==> src/aesg_pkg.sv <==
// shared types, tables and helpers for the aes-128-gcm encryptor
package aesg_pkg;

  typedef enum logic [1:0] {
    CMD_AAD  = 2'd0,
    CMD_DATA = 2'd1,
    CMD_FIN  = 2'd2,
    CMD_BAD  = 2'd3
  } cmd_t;

  typedef enum logic [1:0] {
    KIND_CT  = 2'd0,
    KIND_TAG = 2'd1,
    KIND_REJ = 2'd2
  } kind_t;

  typedef enum logic [1:0] {
    REG_KEY_HI   = 2'd0,
    REG_KEY_LO   = 2'd1,
    REG_NONCE_HI = 2'd2,
    REG_NONCE_LO = 2'd3
  } reg_idx_t;

  localparam logic [7:0] GF_POLY   = 8'h1B;
  localparam logic [7:0] GH_POLY   = 8'hE1;
  localparam logic [7:0] RCON_INIT = 8'h01;
  localparam int unsigned NUM_RK   = 11;

  localparam logic [7:0] SBOX [256] = '{
    8'h63,8'h7c,8'h77,8'h7b,8'hf2,8'h6b,8'h6f,8'hc5,8'h30,8'h01,8'h67,8'h2b,8'hfe,8'hd7,8'hab,8'h76,
    8'hca,8'h82,8'hc9,8'h7d,8'hfa,8'h59,8'h47,8'hf0,8'had,8'hd4,8'ha2,8'haf,8'h9c,8'ha4,8'h72,8'hc0,
    8'hb7,8'hfd,8'h93,8'h26,8'h36,8'h3f,8'hf7,8'hcc,8'h34,8'ha5,8'he5,8'hf1,8'h71,8'hd8,8'h31,8'h15,
    8'h04,8'hc7,8'h23,8'hc3,8'h18,8'h96,8'h05,8'h9a,8'h07,8'h12,8'h80,8'he2,8'heb,8'h27,8'hb2,8'h75,
    8'h09,8'h83,8'h2c,8'h1a,8'h1b,8'h6e,8'h5a,8'ha0,8'h52,8'h3b,8'hd6,8'hb3,8'h29,8'he3,8'h2f,8'h84,
    8'h53,8'hd1,8'h00,8'hed,8'h20,8'hfc,8'hb1,8'h5b,8'h6a,8'hcb,8'hbe,8'h39,8'h4a,8'h4c,8'h58,8'hcf,
    8'hd0,8'hef,8'haa,8'hfb,8'h43,8'h4d,8'h33,8'h85,8'h45,8'hf9,8'h02,8'h7f,8'h50,8'h3c,8'h9f,8'ha8,
    8'h51,8'ha3,8'h40,8'h8f,8'h92,8'h9d,8'h38,8'hf5,8'hbc,8'hb6,8'hda,8'h21,8'h10,8'hff,8'hf3,8'hd2,
    8'hcd,8'h0c,8'h13,8'hec,8'h5f,8'h97,8'h44,8'h17,8'hc4,8'ha7,8'h7e,8'h3d,8'h64,8'h5d,8'h19,8'h73,
    8'h60,8'h81,8'h4f,8'hdc,8'h22,8'h2a,8'h90,8'h88,8'h46,8'hee,8'hb8,8'h14,8'hde,8'h5e,8'h0b,8'hdb,
    8'he0,8'h32,8'h3a,8'h0a,8'h49,8'h06,8'h24,8'h5c,8'hc2,8'hd3,8'hac,8'h62,8'h91,8'h95,8'he4,8'h79,
    8'he7,8'hc8,8'h37,8'h6d,8'h8d,8'hd5,8'h4e,8'ha9,8'h6c,8'h56,8'hf4,8'hea,8'h65,8'h7a,8'hae,8'h08,
    8'hba,8'h78,8'h25,8'h2e,8'h1c,8'ha6,8'hb4,8'hc6,8'he8,8'hdd,8'h74,8'h1f,8'h4b,8'hbd,8'h8b,8'h8a,
    8'h70,8'h3e,8'hb5,8'h66,8'h48,8'h03,8'hf6,8'h0e,8'h61,8'h35,8'h57,8'hb9,8'h86,8'hc1,8'h1d,8'h9e,
    8'he1,8'hf8,8'h98,8'h11,8'h69,8'hd9,8'h8e,8'h94,8'h9b,8'h1e,8'h87,8'he9,8'hce,8'h55,8'h28,8'hdf,
    8'h8c,8'ha1,8'h89,8'h0d,8'hbf,8'he6,8'h42,8'h68,8'h41,8'h99,8'h2d,8'h0f,8'hb0,8'h54,8'hbb,8'h16
  };

  function automatic logic [7:0] xt(input logic [7:0] x);
    xt = {x[6:0], 1'b0} ^ (x[7] ? GF_POLY : 8'h00);
  endfunction

  // next round key from the previous one
  function automatic logic [127:0] next_rk(input logic [127:0] prev, input logic [7:0] rc);
    logic [31:0] t, w0, w1, w2, w3;
    t  = {SBOX[prev[23:16]] ^ rc, SBOX[prev[15:8]], SBOX[prev[7:0]], SBOX[prev[31:24]]};
    w0 = prev[127:96] ^ t;
    w1 = prev[95:64] ^ w0;
    w2 = prev[63:32] ^ w1;
    w3 = prev[31:0] ^ w2;
    next_rk = {w0, w1, w2, w3};
  endfunction

  // leading n bytes kept
  function automatic logic [127:0] byte_mask(input logic [4:0] n);
    byte_mask = ~({128{1'b1}} >> {n, 3'b000});
  endfunction

endpackage

==> src/aesg_round.sv <==
// one aes encryption round: sub bytes, shift rows, mix columns (not in the last round), add round key
module aesg_round
  import aesg_pkg::*;
(
  input  logic [127:0] state_i,
  input  logic [127:0] rk_i,
  input  logic         last_i,
  output logic [127:0] state_o
);

  always_comb begin
    logic [7:0] s [16];
    logic [7:0] t [16];
    logic [7:0] a, b, d, e;
    a = '0;
    b = '0;
    d = '0;
    e = '0;
    for (int i = 0; i < 16; i++) begin
      s[i] = state_i[127-8*i -: 8];
    end
    for (int c = 0; c < 4; c++) begin
      for (int w = 0; w < 4; w++) begin
        t[c*4+w] = SBOX[s[((c+w)%4)*4+w]];
      end
    end
    if (!last_i) begin
      for (int c = 0; c < 4; c++) begin
        a = t[4*c]; b = t[4*c+1]; d = t[4*c+2]; e = t[4*c+3];
        t[4*c]   = xt(a) ^ xt(b) ^ b ^ d ^ e;
        t[4*c+1] = a ^ xt(b) ^ xt(d) ^ d ^ e;
        t[4*c+2] = a ^ b ^ xt(d) ^ xt(e) ^ e;
        t[4*c+3] = xt(a) ^ a ^ b ^ d ^ xt(e);
      end
    end
    for (int i = 0; i < 16; i++) begin
      state_o[127-8*i -: 8] = t[i] ^ rk_i[127-8*i -: 8];
    end
  end

endmodule

==> config.mk <==
export PLATFORM = sky130hd
export DESIGN_NAME = aesg_round
export DESIGN_NICKNAME = d
export VERILOG_FILES = /design/src/aesg_pkg.sv /design/src/aesg_round.sv
export SDC_FILE = /design/constraint.sdc
export NUM_CORES = 2
export LEC_CHECK = 0
export ABC_AREA = 0
export BUFFER_PORTS_ARGS = -buffer_cell sky130_fd_sc_hd__buf_2
export CAP_MARGIN = 5
export CORE_MARGIN = 2
export CORE_UTILIZATION = 30
export DETAILED_ROUTE_END_ITERATION = 16
export PLACE_DENSITY = 0.43
export SLEW_MARGIN = 20
export SYNTH_ARGS = -nofsm -noshare
export SYNTH_HDL_FRONTEND = slang
export SYNTH_SLANG_ARGS = --single-unit
==> constraint.sdc <==
create_clock -name vclk -period 13.8
set_input_delay 2.76 -clock vclk [all_inputs]
set_output_delay 2.76 -clock vclk [all_outputs]
set_load 0.1 [all_outputs]
Word level (Yosys, flattened, before mapping)
Memories as Yosys holds them, arrays and structs flattened.
Index checks and enable logic that the tools add are counted.

word-level totals
  latch bits = 0
  register bits = 0
  output and inout bits = 128
  memories = 16
  bits of input ports = 257
  RAM bits = 0
  ROM bits = 32,768
  word-level logic and storage cells = 193

memory list
  name              words  bits a word  rd ports  clocked after Yosys merged registers in  wr ports  line              RTL
  (name not given)  256    8            1         0                                        0         aesg_round.sv:24  t[c*4+w] = SBOX[s[((c+w)%4)*4+w]];
  (name not given)  256    8            1         0                                        0         aesg_round.sv:24
  (name not given)  256    8            1         0                                        0         aesg_round.sv:24
  (name not given)  256    8            1         0                                        0         aesg_round.sv:24
  (name not given)  256    8            1         0                                        0         aesg_round.sv:24
  (name not given)  256    8            1         0                                        0         aesg_round.sv:24
  10 more memories  -      -            -         -                                        -         -

cells by class
  $lt $le $gt $ge = 16
  bitwise gates (word level) = 112
  divide/modulo/power cells = 0
  mux-type cells = 49
  add/sub/neg operators = 0
  multiply operators = 0
  equal/unequal tests = 0
  shifts and indexed selects = 0
  reductions and logical operators = 0

operators with widths
  cell                  number
  $xor A8 B8 Y8         80
  $mux W8               32
  $ge A9 B9 Y1 const B  16
  $not A8 Y9            16
  $mux W128             1
  $xor A8 B5 Y8         16
  $mux W5               16

Depth between registers and ports, before layout
  word-level depth = 12
  gate-level depth with buffers = 18
  mapped depth without buffers = 14

Worst setup path after synthesis
Ideal clock, no wire load.

  kind = in2out
  from = input port state_i[17]
  to = output port state_o[35]
  path slack = 2,411 ps
  stages on the path = 16
  required time = 11,040 ps
  arrival time = 8,629 ps
  cell sequence = clkbuf_1 clkbuf_1 buf_2 inv_1 ha_1 clkbuf_1 or2_2 nand2_1 o21ai_0 a211oi_1 a21oi_1 o221a_2 xnor2_1 xor2_1 a21oi_1 nor4_1

on the way
  cells in the longest elaborated chain, start to end = 9

ends and longest elaborated chain
  what                                        line              RTL
  from (decl)                                 aesg_round.sv:5   input logic [127:0] state_i,
  $not A8 Y9 (implied by the code)            aesg_round.sv:24
  $mem_v2 Z256 W8                             -
  $mux W8 (implied by the code) (2 in a row)  aesg_round.sv:24
  $xor A8 B8 Y8 (3 in a row)                  aesg_round.sv:33  t[4*c+3] = xt(a) ^ a ^ b ^ d ^ xt(e);
  $mux W128                                   aesg_round.sv:27  if (!last_i) begin
  $xor A8 B8 Y8                               aesg_round.sv:37  state_o[127-8*i -: 8] = t[i] ^ rk_i[127-8*i -: 8];
  to (decl)                                   aesg_round.sv:8   output logic [127:0] state_o

No other way between the ends. The select of a mux whose other input is x is not followed.

Worst setup path after layout
  from = input port state_i[0]
  to = output port state_o[107]

on the way
  cells in the longest elaborated chain, start to end = 10

ends and longest elaborated chain
  what                                            line              RTL
  $not A8 Y9 (implied by the code) (*)            aesg_round.sv:24
  $mem_v2 Z256 W8 (*)                             -
  $mux W8 (implied by the code) (*) (2 in a row)  aesg_round.sv:24
  $mux W5                                         aesg_pkg.sv:49    xt = {x[6:0], 1'b0} ^ (x[7] ? GF_POLY : 8'h00);
  $xor A8 B5 Y8                                   aesg_pkg.sv:49
  $xor A8 B8 Y8                                   aesg_round.sv:32  t[4*c+2] = a ^ b ^ xt(d) ^ xt(e) ^ e;
  $xor A8 B8 Y8 (*)                               aesg_round.sv:32
  $mux W128 (*)                                   aesg_round.sv:27
  $xor A8 B8 Y8 (*)                               aesg_round.sv:37

Mark *: on every way between the ends. The rest lies on a longest branch, timed or not. The select of a mux whose other input is x is not followed.

==> flow_summary_export.csv <==
group,metric,value,unit
synthesis,syn_avg_cell_area,6.62,um^2
route,finalWirelength,356000,um
grt,overflow,0,
timing,hold_viol_final,0,
grt,gr-usage-all-layers,31.4,%
route,viasPerCell,7.00,
layout,drive_gt1_share,11.5,%
clocking,post_cts_buffers,0,
setup_path,path_class,"input port to primary output",
layout,clkbuf_count,0,
grt,antenna_found_initial,30,
synthesis,synthesis.area,62300,um^2
floorplanning,dieArea,211000,um^2
route,vias,81100,
floorplanning,rows,167,
clocking,postCtsResizedCells,0,
layout,multi_input_area,56200,um^2
synthesis,synthCells,9407,
placement,gp_congestion,1.02,
layout,design.seq.count,0,
floorplanning,start_util,30.1,%
timing,tightest_slew,1.28,ns
route,drtIter0Drc,13100,
setup_path,critPathMaxFanout,32,
timing,slew_headroom,12.4,%
timing,period_minus_slack,11.53,ns
run,maxCapViolCount,0,
timing,max_clock_freq,0.0867,GHz
route,ant_nets,0,
timing,fin_crit_sh,83.6,%
setup_path,cp-end-kind,"primary output",
grt,grt_pass1_vias,74300,
route,first_pass_iters,9,
floorplanning,fp.dieW,460,um
synthesis,synth_warnings,0,
placement,dp_hpwl,252000,um
setup_path,start_kind,"input port",
floorplanning,ios,385,
route,wl_per_cell,30.7,um
outcome,status,"finished clean",
floorplanning,coreArea,207000,um^2
synthesis,syn_nets,9894,
timing,finalSetupTns,0,ns
setup_path,crit_required,11.04,ns
grt,grt_max_degree,134,
layout,area_delta_synth_final,2.46,%
min_path,hp-class,"input port to primary output",
layout,nets,9358,
clocking,hold_buffers,0,
grt,grt_pass1_wl,518000,um
timing,slew_violations,0,
layout,seqCellArea,0,um^2
route,drc,0,
placement,portBuffers,385,
synthesis,ys_types,132,
timing,finalSetupViolations,0,
floorplanning,die_y,460,um
timing,rsz0062_at_grt,"no",
layout,fillers,23100,
setup_path,crit_arrival,8.77,ns
layout,fin_util,30.9,%
synthesis,ys_seq_area_share,0,%
-- synthesized netlist by cell type, types with 73 or more instances --
master    number  area (um^2)
buf_2        438         2190
clkbuf_1     490         1840
o31ai_1       89          668
nor2_1       565         2120
a211oi_1     186         1400
mux4_2       113         2540
o21ai_0      773         3870
nand3_1      303         1520
buf_4         98          736
a31oi_1      202         1260
o221ai_1      75          657
mux2i_1      164         1640
a21oi_1      731         3660
nand2_1      761         2860
nor2b_1      327         2050
a221oi_1      74          648
ha_1         230         2880
o211ai_1     170         1280
or2_2         99          619
nor3b_1       73          548
or3_1         73          457
a311oi_1     201         1760
nor3_1       337         1690
and2_1       109          682
xnor2_1      296         2590
inv_1        150          563
xor2_1       157         1380
o311ai_0     148         1300
nand2b_1     395         2470
-- final timing paths --
path       start            to  slack, ns  cells after the start
max   state_i[0]  state_o[107]       2.27                     14
min     rk_i[30]   state_o[30]       5.94                      3
-- metal layers --
layer	share of wire [%]	GRT usage (%)	wire, um	vias to the layer above
met5	0.044	0	155	-
met4	6.7	17.2	24000	22
met3	10	5.14	37200	1227
met2	44	49.5	157000	6324
met1	39	40.5	137000	38700
li1	-	-	-	34800
-- cell type report --
| cell class | count | area share [%] |
|---|---|---|
| multi-input cells | 8102 | 88.0 |
| repair buffers | 585 | 5.54 |
| well taps | 2704 | 5.30 |
| inverters | 182 | 1.07 |
| diodes | 14 | 0.0549 |
-- kinds of logic (layout without fill, tap and decap cells) --
| group | after synthesis | count (layout) | synth area share [%] |
|---|---|---|---|
| compound gates | 3659 | 3659 | 41.0 |
| xor+xnor | 536 | 536 | 9.22 |
| fa+ha+maj | 231 | 231 | 4.64 |
| buf+inv | 1305 | 767 | 9.81 |
| mux | 318 | 318 | 7.47 |
| other cells | 0 | 14 | 0 |
| simple gates | 3358 | 3358 | 27.8 |
-- cell usage in the layout, fill, tap and decap left out, types with 59 or more instances in the layout --
cell type	instances
o21ai_0	768
nand2_1	761
a21oi_1	731
nor2_1	565
nand2b_1	395
buf_2	356
nor3_1	337
nor2b_1	327
nand3_1	303
xnor2_1	296
ha_1	230
buf_4	226
a31oi_1	202
a311oi_1	201
a211oi_1	186
o211ai_1	170
mux2i_1	164
xor2_1	157
inv_1	149
o311ai_0	148
mux4_2	113
and2_1	109
or2_2	99
o31ai_1	89
o221ai_1	75
a221oi_1	74
nor3b_1	73
or3_1	73
a2111oi_0	70
a21o_1	66
o22ai_1	63
a211o_1	59
xnor3_1	59
-- critical path: stages --
cell	delay [ns]
buf_2	0.52
inv_1	0.29
ha_1	0.36
buf_4	0.22
nor2b_1	0.64
nor3_1	0.15
nor4_1	0.40
a2111oi_2	0.11
a211oi_2	0.89
xnor2_1	0.38
xor3_1	0.52
mux2i_1	0.82
xnor2_1	0.19
buf_2	0.45
-- through the flow --
step / worst slack, ns / cells / hold slack [ns] / area [um^2]
5_1_grt: 2.02 / 11600 / 5.95 / 63800
3_5_place_dp: 2.33 / 11600 / 5.94 / 63800
2_1_floorplan: 2.41 / 9407 / 5.97 / 62300
3_3_place_gp: 2.34 / 11600 / 5.94 / 63800
6_report: 2.27 / 11600 / 5.94 / 63800
4_1_cts: 2.35 / 11600 / 5.94 / 63800
