`src/aesg_pkg.sv`:
```
// shared types, tables and helpers for the aes-128-gcm encryptor
package aesg_pkg;

  typedef enum logic [1:0] {
    CMD_AAD  = 2'd0,
    CMD_DATA = 2'd1,
    CMD_FIN  = 2'd2,
    CMD_BAD  = 2'd3
  } cmd_t;

  typedef enum logic [1:0] {
    KIND_CT  = 2'd0,
    KIND_TAG = 2'd1,
    KIND_REJ = 2'd2
  } kind_t;

  typedef enum logic [1:0] {
    REG_KEY_HI   = 2'd0,
    REG_KEY_LO   = 2'd1,
    REG_NONCE_HI = 2'd2,
    REG_NONCE_LO = 2'd3
  } reg_idx_t;

  localparam logic [7:0] GF_POLY   = 8'h1B;
  localparam logic [7:0] GH_POLY   = 8'hE1;
  localparam logic [7:0] RCON_INIT = 8'h01;
  localparam int unsigned NUM_RK   = 11;

  localparam logic [7:0] SBOX [256] = '{
    8'h63,8'h7c,8'h77,8'h7b,8'hf2,8'h6b,8'h6f,8'hc5,8'h30,8'h01,8'h67,8'h2b,8'hfe,8'hd7,8'hab,8'h76,
    8'hca,8'h82,8'hc9,8'h7d,8'hfa,8'h59,8'h47,8'hf0,8'had,8'hd4,8'ha2,8'haf,8'h9c,8'ha4,8'h72,8'hc0,
    8'hb7,8'hfd,8'h93,8'h26,8'h36,8'h3f,8'hf7,8'hcc,8'h34,8'ha5,8'he5,8'hf1,8'h71,8'hd8,8'h31,8'h15,
    8'h04,8'hc7,8'h23,8'hc3,8'h18,8'h96,8'h05,8'h9a,8'h07,8'h12,8'h80,8'he2,8'heb,8'h27,8'hb2,8'h75,
    8'h09,8'h83,8'h2c,8'h1a,8'h1b,8'h6e,8'h5a,8'ha0,8'h52,8'h3b,8'hd6,8'hb3,8'h29,8'he3,8'h2f,8'h84,
    8'h53,8'hd1,8'h00,8'hed,8'h20,8'hfc,8'hb1,8'h5b,8'h6a,8'hcb,8'hbe,8'h39,8'h4a,8'h4c,8'h58,8'hcf,
    8'hd0,8'hef,8'haa,8'hfb,8'h43,8'h4d,8'h33,8'h85,8'h45,8'hf9,8'h02,8'h7f,8'h50,8'h3c,8'h9f,8'ha8,
    8'h51,8'ha3,8'h40,8'h8f,8'h92,8'h9d,8'h38,8'hf5,8'hbc,8'hb6,8'hda,8'h21,8'h10,8'hff,8'hf3,8'hd2,
    8'hcd,8'h0c,8'h13,8'hec,8'h5f,8'h97,8'h44,8'h17,8'hc4,8'ha7,8'h7e,8'h3d,8'h64,8'h5d,8'h19,8'h73,
    8'h60,8'h81,8'h4f,8'hdc,8'h22,8'h2a,8'h90,8'h88,8'h46,8'hee,8'hb8,8'h14,8'hde,8'h5e,8'h0b,8'hdb,
    8'he0,8'h32,8'h3a,8'h0a,8'h49,8'h06,8'h24,8'h5c,8'hc2,8'hd3,8'hac,8'h62,8'h91,8'h95,8'he4,8'h79,
    8'he7,8'hc8,8'h37,8'h6d,8'h8d,8'hd5,8'h4e,8'ha9,8'h6c,8'h56,8'hf4,8'hea,8'h65,8'h7a,8'hae,8'h08,
    8'hba,8'h78,8'h25,8'h2e,8'h1c,8'ha6,8'hb4,8'hc6,8'he8,8'hdd,8'h74,8'h1f,8'h4b,8'hbd,8'h8b,8'h8a,
    8'h70,8'h3e,8'hb5,8'h66,8'h48,8'h03,8'hf6,8'h0e,8'h61,8'h35,8'h57,8'hb9,8'h86,8'hc1,8'h1d,8'h9e,
    8'he1,8'hf8,8'h98,8'h11,8'h69,8'hd9,8'h8e,8'h94,8'h9b,8'h1e,8'h87,8'he9,8'hce,8'h55,8'h28,8'hdf,
    8'h8c,8'ha1,8'h89,8'h0d,8'hbf,8'he6,8'h42,8'h68,8'h41,8'h99,8'h2d,8'h0f,8'hb0,8'h54,8'hbb,8'h16
  };

  function automatic logic [7:0] xt(input logic [7:0] x);
    xt = {x[6:0], 1'b0} ^ (x[7] ? GF_POLY : 8'h00);
  endfunction

  // next round key from the previous one
  function automatic logic [127:0] next_rk(input logic [127:0] prev, input logic [7:0] rc);
    logic [31:0] t, w0, w1, w2, w3;
    t  = {SBOX[prev[23:16]] ^ rc, SBOX[prev[15:8]], SBOX[prev[7:0]], SBOX[prev[31:24]]};
    w0 = prev[127:96] ^ t;
    w1 = prev[95:64] ^ w0;
    w2 = prev[63:32] ^ w1;
    w3 = prev[31:0] ^ w2;
    next_rk = {w0, w1, w2, w3};
  endfunction

  // leading n bytes kept
  function automatic logic [127:0] byte_mask(input logic [4:0] n);
    byte_mask = ~({128{1'b1}} >> {n, 3'b000});
  endfunction

endpackage

```
`src/aesg_ghash.sv`:
```
// bit-serial gf(2^128) multiplier, four bits of the operand per cycle
module aesg_ghash
  import aesg_pkg::*;
(
  input  logic         clk,
  input  logic         rst_n,
  input  logic         start,
  input  logic [127:0] x_in,
  input  logic [127:0] h_in,
  output logic         done,
  output logic [127:0] z_out
);

  localparam int unsigned BITS_PER_CYC = 4;

  logic [127:0] x_r, v_r, z_r;
  logic [127:0] x_nxt, v_nxt, z_nxt;
  logic [4:0]   cnt_r;
  logic         busy_r, done_r;

  always_comb begin
    x_nxt = x_r;
    v_nxt = v_r;
    z_nxt = z_r;
    for (int i = 0; i < BITS_PER_CYC; i++) begin
      if (x_nxt[127]) begin
        z_nxt = z_nxt ^ v_nxt;
      end
      x_nxt = {x_nxt[126:0], 1'b0};
      if (v_nxt[0]) begin
        v_nxt = {1'b0, v_nxt[127:1]} ^ {GH_POLY, 120'd0};
      end else begin
        v_nxt = {1'b0, v_nxt[127:1]};
      end
    end
  end

  always_ff @(posedge clk) begin
    if (!rst_n) begin
      busy_r <= 1'b0;
      done_r <= 1'b0;
      cnt_r  <= '0;
    end else begin
      done_r <= !start && busy_r && (cnt_r == 5'd31);
      if (start) begin
        busy_r <= 1'b1;
        cnt_r  <= '0;
        x_r    <= x_in;
        v_r    <= h_in;
        z_r    <= '0;
      end else if (busy_r) begin
        x_r   <= x_nxt;
        v_r   <= v_nxt;
        z_r   <= z_nxt;
        cnt_r <= cnt_r + 5'd1;
        if (cnt_r == 5'd31) begin
          busy_r <= 1'b0;
        end
      end
    end
  end

  assign done  = done_r;
  assign z_out = z_r;

endmodule

```
`config.mk`:
```
export PLATFORM = sky130hd
export DESIGN_NAME = aesg_ghash
export DESIGN_NICKNAME = d
export VERILOG_FILES = /design/src/aesg_pkg.sv /design/src/aesg_ghash.sv
export SDC_FILE = /design/constraint.sdc
export NUM_CORES = 1
export LEC_CHECK = 0
export ABC_AREA = 1
export ABC_CLOCK_PERIOD_IN_PS = 38800
export BUFFER_PORTS_ARGS = -buffer_cell sky130_fd_sc_hd__buf_2
export CAP_MARGIN = 20
export CORE_ASPECT_RATIO = 1.75
export CORE_MARGIN = 5
export CORE_UTILIZATION = 55
export CTS_CLUSTER_DIAMETER = 30
export DETAILED_ROUTE_END_ITERATION = 8
export PLACE_DENSITY = 0.74
export SLEW_MARGIN = 10
export SYNTH_ARGS = -nofsm -noshare
export SYNTH_HDL_FRONTEND = slang
export SYNTH_SLANG_ARGS = --single-unit
```
`constraint.sdc`:
```
create_clock -name clk -period 38.8 [get_ports clk]
set_input_delay 5.82 -clock clk [delete_from_list [all_inputs] [get_ports clk]]
set_output_delay 5.82 -clock clk [all_outputs]
set_load 0.02 [all_outputs]
```
# Word-level counts from Yosys, hierarchy flattened
# Index checks and enable logic that the tools add are counted.
[totals]
output_inout_bits = 129
reg_bits = 391
wordCells = 39
inputBits = 259
[classes]
n_mux = 16
bitwise_logic = 9
eq_ne = 1
n_addsub = 1
reduce_logical = 6
[op_table]
columns = ["operator", "n"]
rows = [
  ["$mux 128", 13],
  ["$xor 128x128->128", 4],
  ["$not 3->4", 4],
  ["$add 5x1->5 const B", 1],
  ["$eq 5x5->1 const B", 1],
  ["$mux 1", 3],
  ["$logic_and 1x1->1", 2],
  ["$reduce_and 2->1", 1],
  ["$reduce_bool 2->1", 1],
  ["$reduce_or 2->1", 1],
  ["$logic_not 1->1", 1],
  ["$not 1->1", 1],
]

# Longest topological paths before layout
# Gate-level depths: netlist of the first run.
[logic_depth]
ltp_word = 10
ltp_mapped = 12
depth_no_buf = 10

# Worst setup path after synthesis of the first run
# No wires, ideal clock.
[synth_path]
path_type = "input to register"
startpoint = "in start"
endpoint = "reg v_r[0] (enable)"
setup_ps = 1262
t_arrival_ps = 24580
path_slack_ps = 12958
stages = 3
path_buffers = 1
required_ps = 37538
cell_sequence = "clkinv_1 clkbuf_1 a21oi_1"
[synth_via]
elab_chain_cells = 2
[synth_lines]
columns = ["item", "line", "source"]
rows = [
  ["from (decl)", "aesg_ghash.sv:7", "input logic start,"],
  ["$reduce_bool 2->1 (no line)", "n/a", ""],
  ["$reduce_and 2->1 (no line)", "n/a", ""],
  ["to (signal assigned)", "aesg_ghash.sv:49", "v_r <= h_in;"],
  ["to (signal assigned)", "aesg_ghash.sv:53", "v_r <= v_nxt;"],
  ["to (decl)", "aesg_ghash.sv:16", "logic [127:0] x_r, v_r, z_r;"],
]
# Every way passes these cells.
# A chain may end at the register's enable or synchronous reset.

# Worst setup path after layout of the first run
[layout_path]
startpoint = "in start"
endpoint = "reg v_r[85] (enable)"
# Same word-level chain as after synthesis.

==> metrics.yaml, run 1 <==
setup_path:
  slowest_delay_ns: 0.96
  crit_required_ns: 38.99
  start_kind: "primary input"
  rrSetupSlack_ns: 34.40
  crit_top_cell: "buf_4"
  worst_path_max_delay_cell: "buf_4"
  worstPathMaxFanout: 127
  endpoint_kind: "flip-flop"
  crit_chain: "clkbuf_8, inv_8, a21oi_4, buf_4, buf_4, buf_4"
  crit_arrival_ns: 10.25
  critPathKind: "primary input to flip-flop"
layout:
  layoutNonFillerInstCount: 3748
  drive_above_1_share: 0.159
  num-fill-cells: 3469
  nets: 3400
  area_growth_pct: 18.1
cts:
  clkSinkCount: 391
  cts_hold_buf: 0
  ctsResizeCount: 0
  numCtsBuffers: 58
  clock_tree.root_cell: "clkbuf_16"
  clock_latency_ns: 0.58
  htreeDepth: 2
  cts_tree: "done"
  clockBufferDepth: 3
  post_cts_buffers: 0
  clk_pin_slew_ns: 0.06
global_routing:
  antenna_found_initial: 9
  grt.total_usage: 0.257
  grt.overflow.total: 0
  grt_pass1_vias: 20000
  grt_max_degree: 196
  grt_pass1_wl_um: 97200
logic_synthesis:
  yosysMostFrequentCell: "nand2_1"
  ys_types: 24
  syn_area_sq_um: 23200
  syn_area_per_cell_sq_um: 8.29
  synthArstFlopShare: 0
  ys_seq_area_frac: 0.502
  synth-edff-count: 384
  synth_top_cell_by_area: "edfxtp_1"
  synthTopCellsByArea: "edfxtp_1 (50%), nand2_1 (21%), xor2_1 (9.0%)"
  netlist.area_leader.share: 0.496
  synth_common_cells: "nand2_1 (1307), edfxtp_1 (384), xor2_1 (238)"
  synth_warnings: 0
  synthCells: 2804
  ys_ff_latch: 391
  syn_nets: 3065
  synth_ff_type: "edfxtp_1"
route:
  drc: 0
  antenna_left: 0
  num_vias: 19600
  drtPass1Iterations: 5
  routed_wl_um: 61200
  via_per_inst: 5.22
  drt-wirelength-per-cell_um: 16.3
  drt_iter0_markers: 1764
power_and_ir_drop:
  pwr-share-comb: 0.178
  pwr-share-seq: 0.412
  power_switching_w: 0.000377
  intPower_w: 0.000922
  pwr-share-clk: 0.410
  total_power_w: 0.00130
  peakVddDrop_v: 0.0000643
  power_density_nw_per_um2: 47.3
  p_sw_frac: 0.290
  total_leakage_power_nw: 12.6
timing:
  fin_crit_sh: 0.259
  max-slew-margin-rel: 0.263
  max_freq_mhz: 99.4
  period_minus_slack_ns: 10.06
  hold_viol: 0
  setup_violations: 0
  rsz0062_at_grt: "false"
  tns_ns: 0
  finClkSkew_ns: 0.0149
  setup_ws_ns: 28.74
  slew_violations: 0
  tightest_slew_ns: 1.11
run:
  cap_violations: 0
floorplan:
  core_area_sq_um: 41700
  die_h_um: 282
  io_pins: 388
  num_rows: 99
  dieWidth_um: 165
  initial_utilization: 0.557
  dieArea_sq_um: 46600
placement:
  io_buffers: 387
  place.gp.congestion: 0.853
  dp.cells: 3633
  dpl_worst_slack_ns: 28.21
  post-dp-hpwl_um: 41200
run_status:
  status: "complete, no violations"
worst_hold_path:
  min_path_type: "flip-flop to flip-flop"
-- critical path, delay by kind of cell --
family / cells / cell delay, ns
AO/OA/AOI/OAI: 1 / 0.77
buffers and inverters: 5 / 3.37
-- stage by stage --
step	utilization	area, sq um	hold slack (ns)
floorplan	-	23200	0.444
global placement	0.609	25400	0.454
detailed placement	0.609	25400	0.473
CTS	0.657	27400	0.481
global route	0.658	27500	0.516
finish	0.658	27500	0.475
-- power by group through the flow --
stage | Clock, W | Combinational, W | Sequential (W)
6_report | 0.000533 | 0.000231 | 0.000535
5_1_grt | 0.000557 | 0.000259 | 0.000538
4_1_cts | 0.000540 | 0.000232 | 0.000535
3_5_place_dp | 0 | 0.000230 | 0.000543
3_3_place_gp | 0 | 0.000220 | 0.000543
2_1_floorplan | 0 | 0.000155 | 0.000567
-- sequential cells by signal, summed over array words and instances (netlist names) --
signal	count
v_r	128
x_r	128
z_out	128
cnt_r	5
busy_r	1
done	1
-- path summary, 6_finish.rpt --
kind             from       end  depth (start not counted)
max             start   v_r[85]                          6
min          cnt_r[4]  cnt_r[4]                          2
max reg2reg    busy_r   v_r[85]                          5
min reg2reg  cnt_r[4]  cnt_r[4]                          2
-- area by class of cell --
| class | instances | area, sq um | share of cell area |
|---|---|---|---|
| Antenna cell | 6 | 15.0 | 0.000547 |
| Clock buffer | 62 | 1490 | 0.0542 |
| Multi-Input combinational cell | 2116 | 10300 | 0.377 |
| Clock inverter | 46 | 494 | 0.0180 |
| Inverter | 167 | 634 | 0.0231 |
| Tap cell | 555 | 694 | 0.0253 |
| Sequential cell | 391 | 11700 | 0.425 |
| Timing Repair Buffer | 405 | 2110 | 0.0770 |
-- kinds of logic after synthesis --
| kind of cell | count (synthesis) | synth area share |
|---|---|---|
| AND/OR/NAND/NOR | 1602 | 0.273 |
| XOR/XNOR | 371 | 0.140 |
| AO/OA/AOI/OAI | 141 | 0.0308 |
| adder cells (fa/ha/maj) | 2 | 0.00108 |
| buffers and inverters | 297 | 0.0531 |
| flip-flops | 391 | 0.502 |
-- layout by cell type, fill, tap and decap left out, types with 8 or more instances in the layout --
cell | Yosys | final
buf_2 | 26 | 386
clkinv_2 | 0 | 8
nand3_1 | 25 | 25
o21ai_0 | 126 | 126
xor2_1 | 238 | 238
edfxtp_1 | 384 | 384
inv_1 | 166 | 166
nand2_1 | 1307 | 1307
and2_1 | 94 | 94
buf_4 | 23 | 16
clkbuf_16 | 0 | 59
xnor2_1 | 133 | 133
and2_0 | 23 | 23
nor2_1 | 149 | 149
a21oi_1 | 10 | 9
-- routing by layer --
layer  vias up  track usage  routed length, um
met5         -            0                 54
met4         8        0.128               3080
met3       191       0.0459               4090
met2       751        0.460              31400
met1      9178        0.293              22600
li1       9437            -                  -
No activity file was read; power rests on OpenSTA's default activity.
==> run 2: changes to the inputs <==
--- a/config.mk
+++ b/config.mk
@@ -6,12 +6,12 @@
 export NUM_CORES = 1
 export LEC_CHECK = 0
 export ABC_AREA = 1
-export ABC_CLOCK_PERIOD_IN_PS = 38800
+export ABC_CLOCK_PERIOD_IN_PS = 8450
 export BUFFER_PORTS_ARGS = -buffer_cell sky130_fd_sc_hd__buf_2
 export CAP_MARGIN = 20
 export CORE_ASPECT_RATIO = 1.75
 export CORE_MARGIN = 5
-export CORE_UTILIZATION = 55
+export CORE_UTILIZATION = 52
 export CTS_CLUSTER_DIAMETER = 30
 export DETAILED_ROUTE_END_ITERATION = 8
 export PLACE_DENSITY = 0.74
==> constraint.sdc (replaced) <==
create_clock -name clk -period 8.45 [get_ports clk]
set_input_delay 1.2675 -clock clk [delete_from_list [all_inputs] [get_ports clk]]
set_output_delay 1.2675 -clock clk [all_outputs]
set_load 0.02 [all_outputs]
==> metrics.yaml, run 2 (synthesis gave the netlist of run 1 again) <==
placement:
  place.gp.congestion: 0.836  # was 0.853
  io_buffers: 387  # unchanged
  dpl_cell_area_sq_um: 25400  # about the same
  post-dp-hpwl_um: 40800  # was 41200 um
cts:
  clk_pin_slew_ns: 0.05  # was 0.06 ns
  htreeDepth: 3  # was 2
  clockBufferDepth: 3  # unchanged
  cts_hold_buf: 0  # unchanged
  clkSinkCount: 391  # unchanged
  clock_tree.root_cell: "clkbuf_16"  # unchanged
  post_cts_buffers: 0  # unchanged
  cts_tree: "done"  # unchanged
  numCtsBuffers: 73  # was 58
  ctsResizeCount: 0  # unchanged
  clock_latency_ns: 0.59  # was 0.58 ns
global_routing:
  grt.overflow.total: 0  # unchanged
  grt_pass1_vias: 20000  # about the same
  grt_max_degree: 177  # was 196
  antenna_found_initial: 5  # was 9
  grt_pass1_wl_um: 98100  # was 97200 um
  grt.total_usage: 0.246  # was 0.257
setup_path:
  worstPathMaxFanout: 176  # was 127
  start_kind: "primary input"  # unchanged
  crit_required_ns: 8.64  # was 38.99 ns
  endpoint_kind: "flip-flop"  # unchanged
  crit_arrival_ns: 4.59  # was 10.25 ns
  critPathKind: "primary input to flip-flop"  # unchanged
route:
  drtPass1Iterations: 6  # was 5
  drt-wirelength-per-cell_um: 16.4  # was 16.3 um
  drt_iter0_markers: 1496  # was 1764
  drc: 0  # unchanged
  num_vias: 19700  # was 19.6k
  via_per_inst: 5.20  # was 5.22
  antenna_left: 0  # unchanged
  routed_wl_um: 62200  # was 61200 um
floorplan:
  die_h_um: 290  # was 282 um
  num_rows: 102  # was 99
  initial_utilization: 0.525  # was 0.557
  io_pins: 388  # unchanged
  core_area_sq_um: 44300  # was 41700 sq um
  dieArea_sq_um: 49200  # was 46600 sq um
  dieWidth_um: 170  # was 165 um
power_and_ir_drop:
  total_leakage_power_nw: 12.8  # was 12.6 nW
  peakVddDrop_v: 0.000192  # was 0.0000643 V
  total_power_w: 0.00654  # was 0.00130 W
  power_density_nw_per_um2: 234  # was 47.3 nW/um^2
layout:
  area_growth_pct: 20.5  # was 18.1%
  final_common_cell: "nand2_1"  # unchanged
  drive_above_1_share: 0.167  # was 0.159
  final_cell_area_sq_um: 28000  # was 27500 sq um
  nets: 3412  # was 3400
  final_cell_mix: "nand2_1 (1307), buf_2 (386), edfxtp_1 (384)"  # unchanged
  finish.utilization: 0.633  # was 0.658
worst_hold_path:
  min_path_type: "flip-flop to flip-flop"  # unchanged
timing:
  max-slew-margin-rel: 0.262  # was 0.263
  hold_viol: 0  # unchanged
  tns_ns: 0  # unchanged
  setup_violations: 0  # unchanged
  slew_violations: 0  # unchanged
  max_freq_mhz: 227
  period_minus_slack_ns: 4.40
  rsz0062_at_grt: "false"  # unchanged
  finClkSkew_ns: 0.0190  # was 0.0149 ns
  tightest_slew_ns: 1.11  # about the same
  fin_crit_sh: 0.521
run_status:
  status: "complete, no violations"  # unchanged
run:
  cap_violations: 0  # unchanged
run 2: layout make-up:
class | count | area (sq um)
tap | 572 | 716
antenna | 3 | 7.51
multi-input combinational | 2116 | 10300
sequential | 391 | 11700
fill | 3659 | 16300
timing repair buffer | 402 | 2080
inverter | 167 | 634
clock inverter | 60 | 676
clock buffer | 76 | 1880
run 2: per-layer routing:
metal	wire length, um	vias to the layer above	global-route usage	part of all wire
met1	22900	9212	0.277	0.37
met4	2730	4	0.119	0.044
met2	31600	799	0.437	0.51
met5	29	-	0	0.00047
met3	4990	184	0.0547	0.080
li1	-	9485	-	-
run 2: final timing paths:
| path | from | endpoint | slack, ns | cells after the start |
|---|---|---|---|---|
| max | start | x_r[108] | 4.05 | 5 |
| min reg2reg | cnt_r[4] | cnt_r[4] | 0.50 | 2 |
| min | cnt_r[4] | cnt_r[4] | 0.50 | 2 |
| max reg2reg | x_r[124] | z_out[49] | 5.32 | 5 |
run 2: critical path, stage by stage:
cell	delay, ns
clkbuf_8	0.62
inv_8	0.44
a21oi_4	0.35
buf_12	0.62
buf_12	0.69
run 2: per-stage QoR:
stage / setup slack [ns] / hold slack, ns / instances
2_1_floorplan: 0.0978 / 0.445 / 2804
3_3_place_gp: 3.62 / 0.455 / 3648
3_5_place_dp: 3.57 / 0.485 / 3648
4_1_cts: 4.19 / 0.493 / 3784
5_1_grt: 3.88 / 0.508 / 3785
6_report: 4.05 / 0.496 / 3787
run 2: power by group:
| part | internal, W | switching (W) |
|---|---|---|
| registers | 0.00234 | 0.000118 |
| clock network | 0.00191 | 0.00111 |
| logic | 0.000412 | 0.000654 |
| total | 0.00466 | 0.00188 |
